===== src/design/ups_pkg.sv =====
// Shared types, constants and character-class helpers for the scanner.
// No dependencies; imported by every scanner module.
package ups_pkg;

  localparam int POSITION_BITS_DEF = 16;
  localparam int MAX_TOKEN_CHARS   = 256;
  localparam int MAX_NUMBER_DIGITS = 128;
  localparam int COUNT_CAP         = 511;

  localparam int RQ_DEPTH = 4;
  localparam int RQ_AW    = $clog2(RQ_DEPTH);

  typedef enum logic [3:0] {
    TK_IDENT    = 4'd0,
    TK_NUMBER   = 4'd1,
    TK_FUNC_KW  = 4'd2,
    TK_RET_KW   = 4'd3,
    TK_LBRACE   = 4'd4,
    TK_RBRACE   = 4'd5,
    TK_LPAREN   = 4'd6,
    TK_RPAREN   = 4'd7,
    TK_PLUS     = 4'd8,
    TK_MINUS    = 4'd9,
    TK_EOF      = 4'd10,
    TK_BAD_CHAR = 4'd11,
    TK_BAD_ENC  = 4'd12
  } tok_kind_t;

  localparam logic [20:0] CH_LBRACE = 21'h7B;
  localparam logic [20:0] CH_RBRACE = 21'h7D;
  localparam logic [20:0] CH_LPAREN = 21'h28;
  localparam logic [20:0] CH_RPAREN = 21'h29;
  localparam logic [20:0] CH_PLUS   = 21'h2B;
  localparam logic [20:0] CH_MINUS  = 21'h2D;
  localparam logic [20:0] CH_NL     = 21'h0A;
  localparam logic [20:0] CH_SP     = 21'h20;
  localparam logic [20:0] CH_TAB    = 21'h09;
  localparam logic [20:0] CH_CR     = 21'h0D;
  localparam logic [20:0] CH_BEL    = 21'h07;
  localparam logic [20:0] CH_USCORE = 21'h5F;

  localparam int KW_FUNC_LEN = 6;
  localparam int KW_RET_LEN  = 5;
  localparam logic [20:0] KW_FUNC [KW_FUNC_LEN] =
    '{21'h639, 21'h645, 21'h644, 21'h6A9, 21'h631, 21'h62F};
  localparam logic [20:0] KW_RET [KW_RET_LEN] =
    '{21'h628, 21'h631, 21'h6AF, 21'h634, 21'h62A};

  // Decoded character event, one per accepted byte at most.
  typedef struct packed {
    logic        chr;
    logic        enc_err;
    logic        eot;
    logic [20:0] cp;
    logic [2:0]  nbytes;
  } ev_t;

  typedef struct packed {
    tok_kind_t   kind;
    logic [8:0]  len;
    logic [15:0] sl;
    logic [15:0] sc;
    logic [15:0] el;
    logic [15:0] ec;
    logic [20:0] cp;
    logic        last;
  } res_t;

  function automatic logic is_digit_cp(input logic [20:0] c);
    return (c >= 21'h6F0) && (c <= 21'h6F9);
  endfunction

  function automatic logic is_alpha_cp(input logic [20:0] c);
    return ((c >= 21'h622) && (c <= 21'h6CC)) || (c == CH_USCORE);
  endfunction

  function automatic logic kw_func_hit(input logic [8:0] p, input logic [20:0] c);
    logic hit;
    hit = 1'b0;
    for (int i = 0; i < KW_FUNC_LEN; i++) begin
      if (p == 9'(i) && c == KW_FUNC[i]) hit = 1'b1;
    end
    return hit;
  endfunction

  function automatic logic kw_ret_hit(input logic [8:0] p, input logic [20:0] c);
    logic hit;
    hit = 1'b0;
    for (int i = 0; i < KW_RET_LEN; i++) begin
      if (p == 9'(i) && c == KW_RET[i]) hit = 1'b1;
    end
    return hit;
  endfunction

endpackage


===== src/design/utf8_persian_token_scanner.sv =====
// Top level of the UTF-8 Persian token scanner.
// Depends on ups_pkg, ups_utf8_dec, ups_lexer and ups_res_queue.

// The scanner takes one byte of UTF-8 text per transaction and returns
// tokens: identifiers (with the two keywords recognized), Persian-digit
// numbers, braces, parentheses, plus, minus, bad characters, and a final EOF
// or bad-encoding token after which it stays silent until reset. It accepts
// one byte per clock while the result queue has room: an accepted byte sits
// in an input register while the decoder and token builder work on it, and
// its tokens land in a four-entry result queue whose head drives the result
// port. A byte yields zero, one or two tokens; the result port drains one
// token per cycle while out_ready is high, and input stalls only while the
// queue holds more than two tokens. Line and column counts start at zero,
// columns count bytes, and both saturate at 2^POSITION_BITS-1 (the low 16
// bits are shown).
module utf8_persian_token_scanner import ups_pkg::*; #(
  parameter int POSITION_BITS = POSITION_BITS_DEF
) (
  input  logic        clk,
  input  logic        rst_n,
  input  logic        in_valid,
  output logic        in_ready,
  input  logic [7:0]  in_text_byte,
  input  logic        in_end_of_text,
  output logic        out_valid,
  input  logic        out_ready,
  output logic [3:0]  out_token_kind,
  output logic [8:0]  out_char_length,
  output logic [15:0] out_start_line,
  output logic [15:0] out_start_column,
  output logic [15:0] out_end_line,
  output logic [15:0] out_end_column,
  output logic [20:0] out_code_point,
  output logic        out_last_of_run
);

  // input register stage
  logic       s1_valid_r, s1_valid_nxt;
  logic [7:0] s1_byte_r;
  logic       s1_eot_r;

  logic       fire;     // byte in the input register is processed this cycle
  logic       q_room;
  ev_t        ev;
  res_t       res_a, res_b, head;
  logic [1:0] res_cnt;

  // the queue must hold both tokens a byte can produce
  assign fire     = s1_valid_r && q_room;
  assign in_ready = !s1_valid_r || fire;

  assign s1_valid_nxt = (in_valid && in_ready) ? 1'b1 : (fire ? 1'b0 : s1_valid_r);

  always_ff @(posedge clk) begin
    if (!rst_n) begin
      s1_valid_r <= 1'b0;
    end else begin
      s1_valid_r <= s1_valid_nxt;
    end
  end

  always_ff @(posedge clk) begin
    if (in_valid && in_ready) begin
      s1_byte_r <= in_text_byte;
      s1_eot_r  <= in_end_of_text;
    end
  end

  // decoder gates its event with fire and its halt flag
  ups_utf8_dec u_dec (
    .clk       (clk),
    .rst_n     (rst_n),
    .fire      (fire),
    .text_byte (s1_byte_r),
    .eot       (s1_eot_r),
    .ev        (ev)
  );

  ups_lexer #(
    .POSITION_BITS (POSITION_BITS)
  ) u_lexer (
    .clk     (clk),
    .rst_n   (rst_n),
    .ev      (ev),
    .res_a   (res_a),
    .res_b   (res_b),
    .res_cnt (res_cnt)
  );

  // res_cnt is zero unless fire, since ev is empty otherwise
  ups_res_queue u_queue (
    .clk       (clk),
    .rst_n     (rst_n),
    .wr_a      (res_a),
    .wr_b      (res_b),
    .wr_cnt    (res_cnt),
    .room      (q_room),
    .out_valid (out_valid),
    .out_ready (out_ready),
    .head      (head)
  );

  assign out_token_kind   = head.kind;
  assign out_char_length  = head.len;
  assign out_start_line   = head.sl;
  assign out_start_column = head.sc;
  assign out_end_line     = head.el;
  assign out_end_column   = head.ec;
  assign out_code_point   = head.cp;
  assign out_last_of_run  = head.last;

endmodule


===== src/design/ups_utf8_dec.sv =====
// UTF-8 decoder: assembles code points and flags encoding errors and end of text.
// Depends on ups_pkg (ev_t).
module ups_utf8_dec import ups_pkg::*; (
  input  logic       clk,
  input  logic       rst_n,
  input  logic       fire,
  input  logic [7:0] text_byte,
  input  logic       eot,
  output ev_t        ev
);

  logic [1:0]  pend_r, pend_nxt;
  logic [20:0] acc_r, acc_nxt;
  logic [2:0]  cnt_r, cnt_nxt;
  logic        halted_r, halted_nxt;

  logic [20:0] acc_shift;
  logic [1:0]  pend_dec;
  logic [2:0]  cnt_inc;
  logic        bad_cp;

  assign acc_shift = {acc_r[14:0], text_byte[5:0]};
  assign pend_dec  = pend_r - 2'd1;
  assign cnt_inc   = cnt_r + 3'd1;
  // overlong, surrogate or out-of-range value on the final byte
  assign bad_cp = (cnt_inc == 3'd3 && acc_shift < 21'h800) ||
                  (cnt_inc == 3'd4 && acc_shift < 21'h10000) ||
                  (acc_shift >= 21'hD800 && acc_shift <= 21'hDFFF) ||
                  (acc_shift > 21'h10FFFF);

  always_comb begin
    ev         = '0;
    pend_nxt   = pend_r;
    acc_nxt    = acc_r;
    cnt_nxt    = cnt_r;
    halted_nxt = halted_r;
    if (fire && !halted_r) begin
      if (eot) begin
        if (pend_r != 2'd0) begin
          ev.enc_err = 1'b1;
          pend_nxt   = 2'd0;
        end else begin
          ev.eot = 1'b1;
        end
        halted_nxt = 1'b1;
      end else if (pend_r == 2'd0) begin
        if (!text_byte[7]) begin
          ev.chr    = 1'b1;
          ev.cp     = {13'b0, text_byte};
          ev.nbytes = 3'd1;
        end else if (text_byte inside {[8'hC2:8'hDF]}) begin
          acc_nxt  = {16'b0, text_byte[4:0]};
          pend_nxt = 2'd1;
          cnt_nxt  = 3'd1;
        end else if (text_byte inside {[8'hE0:8'hEF]}) begin
          acc_nxt  = {17'b0, text_byte[3:0]};
          pend_nxt = 2'd2;
          cnt_nxt  = 3'd1;
        end else if (text_byte inside {[8'hF0:8'hF4]}) begin
          acc_nxt  = {18'b0, text_byte[2:0]};
          pend_nxt = 2'd3;
          cnt_nxt  = 3'd1;
        end else begin
          ev.enc_err = 1'b1;
          halted_nxt = 1'b1;
        end
      end else if (text_byte[7:6] != 2'b10) begin
        ev.enc_err = 1'b1;
        halted_nxt = 1'b1;
        pend_nxt   = 2'd0;
      end else begin
        acc_nxt  = acc_shift;
        pend_nxt = pend_dec;
        cnt_nxt  = cnt_inc;
        if (pend_dec == 2'd0) begin
          if (bad_cp) begin
            ev.enc_err = 1'b1;
            halted_nxt = 1'b1;
          end else begin
            ev.chr    = 1'b1;
            ev.cp     = acc_shift;
            ev.nbytes = cnt_inc;
          end
        end
      end
    end
  end

  always_ff @(posedge clk) begin
    if (!rst_n) begin
      pend_r   <= 2'd0;
      acc_r    <= '0;
      cnt_r    <= 3'd0;
      halted_r <= 1'b0;
    end else begin
      pend_r   <= pend_nxt;
      acc_r    <= acc_nxt;
      cnt_r    <= cnt_nxt;
      halted_r <= halted_nxt;
    end
  end

endmodule


===== src/design/ups_lexer.sv =====
// Token builder: tracks position and the pending number or identifier,
// and forms up to two tokens per decoded event. Depends on ups_pkg.
module ups_lexer import ups_pkg::*; #(
  parameter int POSITION_BITS = POSITION_BITS_DEF
) (
  input  logic       clk,
  input  logic       rst_n,
  input  ev_t        ev,
  output res_t       res_a,
  output res_t       res_b,
  output logic [1:0] res_cnt
);

  localparam int PW1 = POSITION_BITS + 1;
  localparam logic [POSITION_BITS-1:0] POS_MAX = '1;
  localparam logic [8:0] NUM_LIM =
    9'((MAX_NUMBER_DIGITS > COUNT_CAP) ? COUNT_CAP : MAX_NUMBER_DIGITS);
  localparam logic [8:0] ID_LIM =
    9'((MAX_TOKEN_CHARS > COUNT_CAP) ? COUNT_CAP : MAX_TOKEN_CHARS);

  typedef enum logic [1:0] {MODE_NONE, MODE_NUMBER, MODE_IDENT} mode_t;

  mode_t                    mode_r, mode_nxt;
  logic [8:0]               cnt_r, cnt_nxt;
  logic [1:0]               kw_r, kw_nxt;
  logic [POSITION_BITS-1:0] tsl_r, tsl_nxt, tsc_r, tsc_nxt;
  logic [POSITION_BITS-1:0] line_r, line_nxt, col_r, col_nxt;

  logic [PW1-1:0]           col_sum, line_sum;
  logic [POSITION_BITS-1:0] col_adv, line_inc;
  logic [8:0]               lim;
  logic                     is_dig, is_alp, is_nl, is_ws, cont;
  logic                     flush_en, sec_en;
  res_t                     flush_res, sec_res;

  function automatic logic [15:0] to16(input logic [POSITION_BITS-1:0] v);
    logic [POSITION_BITS+15:0] w;
    w = {16'b0, v};
    return w[15:0];
  endfunction

  assign col_sum  = {1'b0, col_r} + PW1'(ev.nbytes);
  assign col_adv  = col_sum[POSITION_BITS] ? POS_MAX : col_sum[POSITION_BITS-1:0];
  assign line_sum = {1'b0, line_r} + PW1'(1);
  assign line_inc = line_sum[POSITION_BITS] ? POS_MAX : line_sum[POSITION_BITS-1:0];
  assign lim      = (mode_r == MODE_NUMBER) ? NUM_LIM : ID_LIM;

  assign is_dig = is_digit_cp(ev.cp);
  assign is_alp = is_alpha_cp(ev.cp);
  assign is_nl  = (ev.cp == CH_NL);
  assign is_ws  = (ev.cp == CH_SP) || (ev.cp == CH_TAB) || (ev.cp == CH_CR) ||
                  (ev.cp == CH_BEL);
  assign cont   = ev.chr && ((mode_r == MODE_NUMBER && is_dig) ||
                             (mode_r == MODE_IDENT && (is_alp || is_dig)));

  // pending token closes on any non-extending character, error or end mark
  assign flush_en = ((ev.chr && !cont) || ev.enc_err || ev.eot) && (mode_r != MODE_NONE);
  assign sec_en   = ev.enc_err || ev.eot ||
                    (ev.chr && !cont && !is_nl && !is_ws && !is_dig && !is_alp);

  always_comb begin
    flush_res = '0;
    if (mode_r == MODE_NUMBER) begin
      flush_res.kind = TK_NUMBER;
    end else if (kw_r[0] && cnt_r == 9'(KW_FUNC_LEN)) begin
      flush_res.kind = TK_FUNC_KW;
    end else if (kw_r[1] && cnt_r == 9'(KW_RET_LEN)) begin
      flush_res.kind = TK_RET_KW;
    end else begin
      flush_res.kind = TK_IDENT;
    end
    flush_res.len  = cnt_r;
    flush_res.sl   = to16(tsl_r);
    flush_res.sc   = to16(tsc_r);
    flush_res.el   = to16(line_r);
    flush_res.ec   = to16(col_r);
    flush_res.cp   = '0;
    flush_res.last = !sec_en;
  end

  always_comb begin
    sec_res      = '0;
    sec_res.sl   = to16(line_r);
    sec_res.sc   = to16(col_r);
    sec_res.el   = to16(line_r);
    sec_res.last = 1'b1;
    if (ev.enc_err) begin
      sec_res.kind = TK_BAD_ENC;
      sec_res.ec   = to16(col_r);
    end else if (ev.eot) begin
      sec_res.kind = TK_EOF;
      sec_res.ec   = to16(col_r);
    end else begin
      case (ev.cp)
        CH_LBRACE: sec_res.kind = TK_LBRACE;
        CH_RBRACE: sec_res.kind = TK_RBRACE;
        CH_LPAREN: sec_res.kind = TK_LPAREN;
        CH_RPAREN: sec_res.kind = TK_RPAREN;
        CH_PLUS:   sec_res.kind = TK_PLUS;
        CH_MINUS:  sec_res.kind = TK_MINUS;
        default:   sec_res.kind = TK_BAD_CHAR;
      endcase
      // bad chars report their byte count
      sec_res.len = (sec_res.kind == TK_BAD_CHAR) ? {6'b0, ev.nbytes} : 9'd1;
      sec_res.ec  = to16(col_adv);
      sec_res.cp  = ev.cp;
    end
  end

  assign res_a   = flush_en ? flush_res : sec_res;
  assign res_b   = sec_res;
  assign res_cnt = {1'b0, flush_en} + {1'b0, sec_en};

  always_comb begin
    mode_nxt = mode_r;
    cnt_nxt  = cnt_r;
    kw_nxt   = kw_r;
    tsl_nxt  = tsl_r;
    tsc_nxt  = tsc_r;
    line_nxt = line_r;
    col_nxt  = col_r;
    if (ev.chr) begin
      if (cont) begin
        if (mode_r == MODE_IDENT) begin
          kw_nxt = kw_r & {kw_ret_hit(cnt_r, ev.cp), kw_func_hit(cnt_r, ev.cp)};
        end
        if (cnt_r < lim) cnt_nxt = cnt_r + 9'd1;
        col_nxt = col_adv;
      end else begin
        mode_nxt = MODE_NONE;
        if (is_nl) begin
          line_nxt = line_inc;
          col_nxt  = '0;
        end else begin
          col_nxt = col_adv;
          if (is_dig) begin
            mode_nxt = MODE_NUMBER;
            cnt_nxt  = 9'd1;
            kw_nxt   = 2'b11;
            tsl_nxt  = line_r;
            tsc_nxt  = col_r;
          end else if (is_alp) begin
            mode_nxt = MODE_IDENT;
            cnt_nxt  = 9'd1;
            kw_nxt   = {kw_ret_hit(9'd0, ev.cp), kw_func_hit(9'd0, ev.cp)};
            tsl_nxt  = line_r;
            tsc_nxt  = col_r;
          end
        end
      end
    end else if (ev.enc_err || ev.eot) begin
      mode_nxt = MODE_NONE;
    end
  end

  always_ff @(posedge clk) begin
    if (!rst_n) begin
      mode_r <= MODE_NONE;
      cnt_r  <= 9'd0;
      kw_r   <= 2'b11;
      tsl_r  <= '0;
      tsc_r  <= '0;
      line_r <= '0;
      col_r  <= '0;
    end else begin
      mode_r <= mode_nxt;
      cnt_r  <= cnt_nxt;
      kw_r   <= kw_nxt;
      tsl_r  <= tsl_nxt;
      tsc_r  <= tsc_nxt;
      line_r <= line_nxt;
      col_r  <= col_nxt;
    end
  end

endmodule


===== src/design/ups_res_queue.sv =====
// Result queue: takes up to two tokens per cycle, hands out one per cycle while out_ready is high.
// Depends on ups_pkg (res_t, RQ_DEPTH).
module ups_res_queue import ups_pkg::*; (
  input  logic       clk,
  input  logic       rst_n,
  input  res_t       wr_a,
  input  res_t       wr_b,
  input  logic [1:0] wr_cnt,
  output logic       room,
  output logic       out_valid,
  input  logic       out_ready,
  output res_t       head
);

  localparam logic [RQ_AW:0] ROOM_MAX = (RQ_AW+1)'(RQ_DEPTH - 2);

  res_t             mem_r [RQ_DEPTH];
  logic [RQ_AW-1:0] wr_ptr_r, wr_ptr_nxt, rd_ptr_r, rd_ptr_nxt, wr_ptr_p1;
  logic [RQ_AW:0]   cnt_r, cnt_nxt;
  logic             pop;

  assign room      = (cnt_r <= ROOM_MAX);
  assign out_valid = (cnt_r != '0);
  assign head      = mem_r[rd_ptr_r];
  assign pop       = out_valid && out_ready;
  assign wr_ptr_p1 = wr_ptr_r + RQ_AW'(1);

  assign wr_ptr_nxt = wr_ptr_r + RQ_AW'(wr_cnt);
  assign rd_ptr_nxt = rd_ptr_r + RQ_AW'(pop);
  assign cnt_nxt    = cnt_r + (RQ_AW+1)'(wr_cnt) - (RQ_AW+1)'(pop);

  always_ff @(posedge clk) begin
    if (wr_cnt != 2'd0) mem_r[wr_ptr_r] <= wr_a;
    if (wr_cnt == 2'd2) mem_r[wr_ptr_p1] <= wr_b;
  end

  always_ff @(posedge clk) begin
    if (!rst_n) begin
      wr_ptr_r <= '0;
      rd_ptr_r <= '0;
      cnt_r    <= '0;
    end else begin
      wr_ptr_r <= wr_ptr_nxt;
      rd_ptr_r <= rd_ptr_nxt;
      cnt_r    <= cnt_nxt;
    end
  end

endmodule


===== config.mk =====
export PLATFORM = sky130hd
export DESIGN_NAME = utf8_persian_token_scanner
export DESIGN_NICKNAME = d
export VERILOG_FILES = /design/src/design/ups_pkg.sv /design/src/design/utf8_persian_token_scanner.sv /design/src/design/ups_utf8_dec.sv /design/src/design/ups_lexer.sv /design/src/design/ups_res_queue.sv
export SDC_FILE = /design/constraint.sdc
export NUM_CORES = 1
export LEC_CHECK = 0
export BUFFER_PORTS_ARGS = -buffer_cell sky130_fd_sc_hd__clkbuf_2
export CAP_MARGIN = 20
export CORE_MARGIN = 2
export CORE_UTILIZATION = 60
export DETAILED_ROUTE_END_ITERATION = 10
export PLACE_DENSITY_LB_ADDON = 0.3
export SLEW_MARGIN = 20
export SYNTH_ARGS = -nofsm -noshare
export SYNTH_HDL_FRONTEND = slang
export SYNTH_HIERARCHICAL = 1
export SYNTH_SLANG_ARGS = --single-unit

===== constraint.sdc =====
create_clock -name clk -period 37 [get_ports clk]
set_input_delay 7.4 -clock clk [delete_from_list [all_inputs] [get_ports clk]]
set_output_delay 7.4 -clock clk [all_outputs]
set_load 0.01 [all_outputs]

==> flow_summary_export.csv, run 1 <==
group,metric,value,unit
detailed_routing,drt-initial-drc-count,1548,
critical_path,crit_path_max_fanout,41,
pwr,p_per_area,47.75,nW/um2
floorplan,fp.coreArea,45380,um2
clock_network,clk_path_buf_depth,3,
cells_and_area,final_util,65.68,%
critical_path,path_class,"register to output pin",
cells_and_area,finalNetCount,2091,
detailed_routing,firstDrtPassIters,6,
timing,hold_ws,0.4492,ns
floorplan,start_util,60.79,%
grt,grt_antenna_before_repair,0,
synth,synth.avg_cell_area,13.38,um2
detailed_routing,drt-total-wl,65170,um
placement,place_congestion,0.9063,
clock_network,cts_resized,0,
grt,overflow,0,
timing,rsz0062_at_grt,"no",
floorplan,row_count,78,
grt,grt_use_total,27.55,%
synth,synth_ff_type,"edfxtp_1",
cells_and_area,area_growth,8.041,%
clock_network,post_cts.repair.setup_buffers,0,
synth,ys_seq_area_share,51.78,%
synth,yosys.area.top_type,"edfxtp_1",
grt,grt_pass1_vias,17590,
timing,hold_viol_final,0,
clock_network,cts_sinks,511,
pwr,ir_drop,0.04960,mV
timing,finalMaxSlewViolations,0,
detailed_routing,wl_per_cell,24.13,um
grt,grt_max_degree,67,
timing,finalCriticalPeriod,10.37,ns
floorplan,io_pins,114,
critical_path,end_kind,"output pin",
synth,synth_top_area_share,44.08,%
detailed_routing,drtAntennaViolNets,0,
critical_path,critPathLaunchType,"register",
synth,yosys-top-cells-area,"edfxtp_1 44%, mux2_2 17%, mux4_2 8.1%",
synth,yosysMostFrequentCell,"mux2_2",
synth,netlist_area,27590,um2
detailed_routing,via_count,17400,
floorplan,dieArea,47710,um2
timing,finalSetupTns,0,ns
timing,slew-limit-headroom,28.49,%
clock_network,cts_tree,"done",
detailed_routing,viasPerCell,6.441,
synth,syn_inst,2062,
flow_run,cap_violations,0,
floorplan,die_h,218.4,um
timing,worst-slew-pin-transition,1.070,ns
timing,setup_viol,0,
clock_network,numCtsBuffers,52,
synth,ys_async_sr_fraction,0,%
detailed_routing,drcViolationCount,0,
cells_and_area,diodes,0,
timing,post-route-period-util,28.03,%
clock_network,htreeDepth,2,
critical_path,critPathArrivalTime,2.97,ns
synth,synthTopCellsByCount,"409 x mux2_2, 405 x edfxtp_1, 146 x nand2_1",
status,outcome,"finished clean",
timing,skew,0.02431,ns
pwr,p_leak,0.01048,uW
pwr,power,1423,uW
clock_network,clock-root-buffer,"clkbuf_16",
placement,port_buffers,113,
timing,max_freq,96.42,MHz
floorplan,die_w,218.4,um
grt,grt_pass1_wl,101500,um
placement,hpwl,39210,um
clock_network,clk_pin_slew,0.06,ns
synth,synth-edff-count,405,
clock_network,cts_hold_buf,0,
cells_and_area,layout-drive-gt1-share,37.32,%
synth,yosysWarnings,6,
synth,synth_cell_types,96,
clock_network,clk_latency,0.60,ns
critical_path,required,29.60,ns
worst_hold_path,min_path_type,"register to register",
synth,synth_seq_cells,511,
cells by family after synthesis:
family	synth area share, %
xor+xnor	0.3537
other cells	0.02722
flops	51.78
buf+inv	5.030
compound gates	6.753
mux	26.42
simple gates	8.635
fa+ha+maj	1.007
power breakdown:
part	internal, uW	total [uW]	switching (uW)	leakage (uW)
registers	642	662	19.8	0.00448
logic	109	228	119	0.00514
clock network	313	533	220	0.000852
total	1060	1420	359	0.0105
layout by cell type, fill, tap and decap left out, types with 13 or more instances in the layout:
cell,synthesis,final
and3_1,23,23
mux2_2,409,409
dfxtp_1,106,104
mux2i_1,16,16
nand2_1,146,146
clkbuf_2,0,113
inv_1,38,38
clkbuf_16,0,54
nand4_1,17,17
nor4_1,13,13
edfxtp_1,405,405
nor3_1,28,28
a211oi_1,15,15
nand3_1,42,42
buf_4,92,30
o21ai_0,46,45
mux2_1,18,18
and2_1,70,70
a31oi_1,18,18
mux4_2,99,99
a21oi_1,83,83
nor2_1,50,47
ha_1,19,19
clkbuf_1,59,19
cell type report:
cell class,instances,area [um2]
clock inverter,17,215.2
timing repair buffer,145,818.3
sequential,511,14290
tap,600,750.7
fill,3230,15570
clock buffer,81,1533
inverter,40,152.6
multi-input combinational,1307,12050
per-stage QoR:
step                      setup slack [ns]  std cells  instance area, um2
after CTS                            26.55       2699               29760
after floorplan                      25.30       2067               27610
after detailed placement             27.20       2601               28020
after global placement               27.23       2601               28020
final                                26.63       2701               29810
after global routing                 26.44       2701               29810
flip-flops by register name, summed over array words and instances, names as in the netlist:
name and flops:
u_queue/wr_ptr_r 2, u_lexer/tsl_r 16, u_lexer/cnt_r 9, u_lexer/mode_r 2, u_dec/cnt_r 3, u_lexer/col_r 16
u_lexer/line_r 16, u_queue/rd_ptr_r 2, u_queue/mem_r 396, s1_valid_r 1, u_lexer/tsc_r 16, u_dec/pend_r 2
s1_byte_r 8, s1_eot_r 1, u_queue/cnt_r 3, u_dec/acc_r 15, u_lexer/kw_r 2, u_dec/halted_r 1
critical path, stage by stage, from the launching register on:
cell and delay [ns]:
dfxtp_4 0.73, buf_4 0.77, mux4_2 0.65, clkbuf_2 0.16
layer usage:
metal  GRT usage [%]  routed length [um]  vias to the layer above
met1           37.86               27460                     8781
li1                -                   -                     7878
met2           46.21               32500                      650
met5               0                   0                        -
met3           3.549                3962                       88
met4           7.800                1240                        0
path summary, 6_finish.rpt:
kind,slack (ns),to,depth (start not counted),start
setup / recovery,26.63,out_start_column[3],3,u_queue/rd_ptr_r[0]
hold / removal,0.45,u_lexer/tsl_r[8],2,u_lexer/tsl_r[8]
setup reg to reg,27.80,u_queue/mem_r[2][72],18,u_queue/cnt_r[0]
hold reg to reg,0.45,u_lexer/tsl_r[8],2,u_lexer/tsl_r[8]
Power figures use the tool's default switching activity.
==> inputs of run 2 (changes only) <==
--- a/config.mk
+++ b/config.mk
@@ -5,10 +5,11 @@
 export SDC_FILE = /design/constraint.sdc
 export NUM_CORES = 1
 export LEC_CHECK = 0
+export ABC_AREA = 1
 export BUFFER_PORTS_ARGS = -buffer_cell sky130_fd_sc_hd__clkbuf_2
 export CAP_MARGIN = 20
 export CORE_MARGIN = 2
-export CORE_UTILIZATION = 60
+export CORE_UTILIZATION = 57
 export DETAILED_ROUTE_END_ITERATION = 10
 export PLACE_DENSITY_LB_ADDON = 0.3
 export SLEW_MARGIN = 20
==> constraint.sdc (replaced) <==
create_clock -name clk -period 9.3 [get_ports clk]
set_input_delay 1.86 -clock clk [delete_from_list [all_inputs] [get_ports clk]]
set_output_delay 1.86 -clock clk [all_outputs]
set_load 0.01 [all_outputs]
==> flow_summary_export.csv, run 2 <==
group,metric,value,unit
status,outcome,"finished clean",
critical_path,critPathLaunchType,"register",
clock_network,cts_resized,0,
synth,synth_seq_cells,511,
clock_network,cts_sinks,511,
floorplan,die_h,225.3,um
timing,rsz0062_at_grt,"no",
clock_network,post_cts.repair.setup_buffers,0,
pwr,p_seq_share,43.9,%
pwr,ir_drop,0.1400,mV
timing,finalSetupTns,0,ns
clock_network,clock-root-buffer,"clkbuf_16",
cells_and_area,fill_cells,4072,
critical_path,max_stage_delay,0.90,ns
synth,yosys.area.top_type,"edfxtp_1",
clock_network,cts_hold_buf,0,
critical_path,crit_path_max_fanout,88,
synth,netlist_area,27930,um2
floorplan,start_util,57.40,%
synth,synth_ff_type,"edfxtp_1",
cells_and_area,final_cell_mix,"676 x nand2_1, 543 x o21ai_0, 405 x edfxtp_1, 385 x nor2_1, 254 x inv_1",
synth,synthTopCellsByCount,"679 x nand2_1, 543 x o21ai_0, 405 x edfxtp_1",
cells_and_area,largest_reg_flops,396,
synth,yosys-top-cells-area,"edfxtp_1 44%, o21ai_0 9.7%, nand2_1 9.1%",
detailed_routing,drcViolationCount,0,
timing,hold_viol_final,0,
grt,grt_pass1_vias,22100,
synth,synth_top_area_share,43.55,%
worst_hold_path,min_path_type,"register to register",
pwr,power.net_switching,2095,uW
cells_and_area,diodes,0,
synth,synth_top_family_by_area,"simple AND/OR/NAND/NOR gates",
detailed_routing,firstDrtPassIters,8,
pwr,p_leak,0.01021,uW
timing,finalCriticalPeriod,6.766,ns
cells_and_area,largest_register,"u_queue/mem_r",
pwr,p_per_area,218.8,nW/um2
synth,yosysMostFrequentCell,"nand2_1",
floorplan,dieArea,50780,um2
critical_path,critPathArrivalTime,7.00,ns
pwr,power.internal,4367,uW
detailed_routing,drt-initial-drc-count,2486,
floorplan,fp.coreArea,48650,um2
cells_and_area,finalNetCount,3243,
floorplan,io_pins,114,
flow_run,cap_violations,0,
clock_network,numCtsBuffers,53,
timing,post-route-period-util,72.75,%
timing,setup_viol,0,
timing,layout_setup_ws,2.534,ns
synth,yosys.area_share.adder,0.9947,%
critical_path,required,9.53,ns
synth,muxShareOfSynthArea,0,%
clock_network,clk_pin_slew,0.06,ns
grt,grt_max_degree,119,
timing,skew,0.01964,ns
synth,synth-edff-count,405,
critical_path,cp_cell_sequence,"inv_1 > ha_1 > inv_2 > nand2_1 > nand3_2 > nor2_1 > nand2_1 > nor3_1 > nand3_1 > nand2_1 > inv_2 > o311ai_0 > o21ai_0 > ha_1 > nor2_8 > nand2_8 > nand2_4 > buf_4",
timing,finalMaxSlewViolations,0,
placement,port_buffers,113,
detailed_routing,viasPerCell,5.947,
detailed_routing,drtAntennaViolNets,0,
clock_network,htreeDepth,2,
clock_network,clk_path_buf_depth,3,
synth,ys_async_sr_fraction,0,%
grt,grt_use_total,29.32,%
clock_network,cts_tree,"done",
grt,grt_pass1_wl,116800,um
pwr,pwr-share-clk,31.9,%
synth,ys_seq_area_share,51.15,%
placement,hpwl,46240,um
critical_path,cp_slowest_cell,"nand2_4",
timing,worst-slew-pin-transition,1.025,ns
cells_and_area,area_growth,5.748,%
floorplan,row_count,81,
timing,max_freq,147.8,MHz
critical_path,path_class,"register to register",
cells_and_area,final_util,60.70,%
placement,place_congestion,0.9237,
synth,synthSimpleGateAreaFrac,18.74,%
grt,overflow,0,
placement,pre_cts_ws,2.429,ns
synth,syn_inst,3289,
synth,synth_xor_area_share,0.6900,%
critical_path,crit_family,"simple AND/OR/NAND/NOR gates",
cells_and_area,layout_commonest_cell,"nand2_1",
cells_and_area,layout-drive-gt1-share,11.38,%
detailed_routing,wl_per_cell,19.42,um
synth,synth.avg_cell_area,8.491,um2
critical_path,end_kind,"register",
critical_path,cpMostUsedCell,"nand2_1",
grt,grt_antenna_before_repair,0,
pwr,switching_share,32.42,%
pwr,p_comb_share,24.2,%
timing,slew-limit-headroom,31.68,%
clock_network,clk_latency,0.61,ns
synth,synth_cell_types,55,
detailed_routing,via_count,23030,
detailed_routing,drt-total-wl,75200,um
synth,synth-compound-area-share,18.54,%
synth,yosysWarnings,6,
floorplan,die_w,225.3,um
critical_path,crit_buf_inv,4,
[run 2: final timing paths]
path                          end       startpoint  slack [ns]  cells past startpoint
min               u_lexer/kw_r[1]  u_lexer/kw_r[1]        0.45                      2
max          u_queue/mem_r[1][32]  u_dec/pend_r[0]        2.53                     18
min reg2reg       u_lexer/kw_r[1]  u_lexer/kw_r[1]        0.45                      2
max reg2reg  u_queue/mem_r[1][32]  u_dec/pend_r[0]        2.53                     18
[run 2: cell type report]
class	instances	area [um2]	share of cell area, %
sequential	511	14290	48.39
multi-input combinational	2229	11000	37.24
clock buffer	73	1461	4.949
inverter	282	1066	3.610
tap	622	778.2	2.635
timing repair buffer	132	732.0	2.479
clock inverter	24	207.7	0.7033
[run 2: kinds of logic (layout without fill, tap and decap cells)]
| kind of cell | Yosys count | count (layout) |
|---|---|---|
| and+or+nand+nor | 1252 | 1252 |
| AOI/OAI and AO/OA | 927 | 927 |
| buffers and inverters | 554 | 511 |
| DFF | 511 | 511 |
| xor gates and xnor gates | 22 | 22 |
| adders and majority gates | 21 | 21 |
| other | 2 | 7 |
[run 2: worst register-to-register path: cells and delay by family, from the launching register on]
kind | cells | cell delay [ns]
AOI/OAI and AO/OA | 2 | 0.41
adders and majority gates | 2 | 0.96
buffers and inverters | 4 | 1.19
DFF | 1 | 0.33
and+or+nand+nor | 10 | 3.48
[run 2: metrics by stage]
stage          instances  cell area, um2  hold WS (ns)  power (uW)
5_1_grt             3873           29530        0.4764        6734
6_report            3873           29530        0.4481        6462
3_3_place_gp        3775           27820        0.4369        4391
3_5_place_dp        3775           27820        0.4428        4437
4_1_cts             3872           29490        0.4524        6478
2_1_floorplan       3294           27950        0.4191        3830
[run 2: metal layers]
layer | up-vias | GRT usage, % | wire length, um
li1 | 10920 | - | -
met1 | 10900 | 36.99 | 29860
met2 | 1070 | 51.49 | 37570
met3 | 142 | 4.302 | 5705
met4 | 0 | 10.19 | 2071
met5 | - | 0 | 0
[run 2: power by group through the flow]
stage	sequential (uW)	combinational [uW]	clock, uW
after floorplan	2860	972	0
after global placement	2880	1520	0
after detailed placement	2880	1550	0
after CTS	2840	1560	2080
after global routing	2860	1700	2180
final	2840	1560	2060
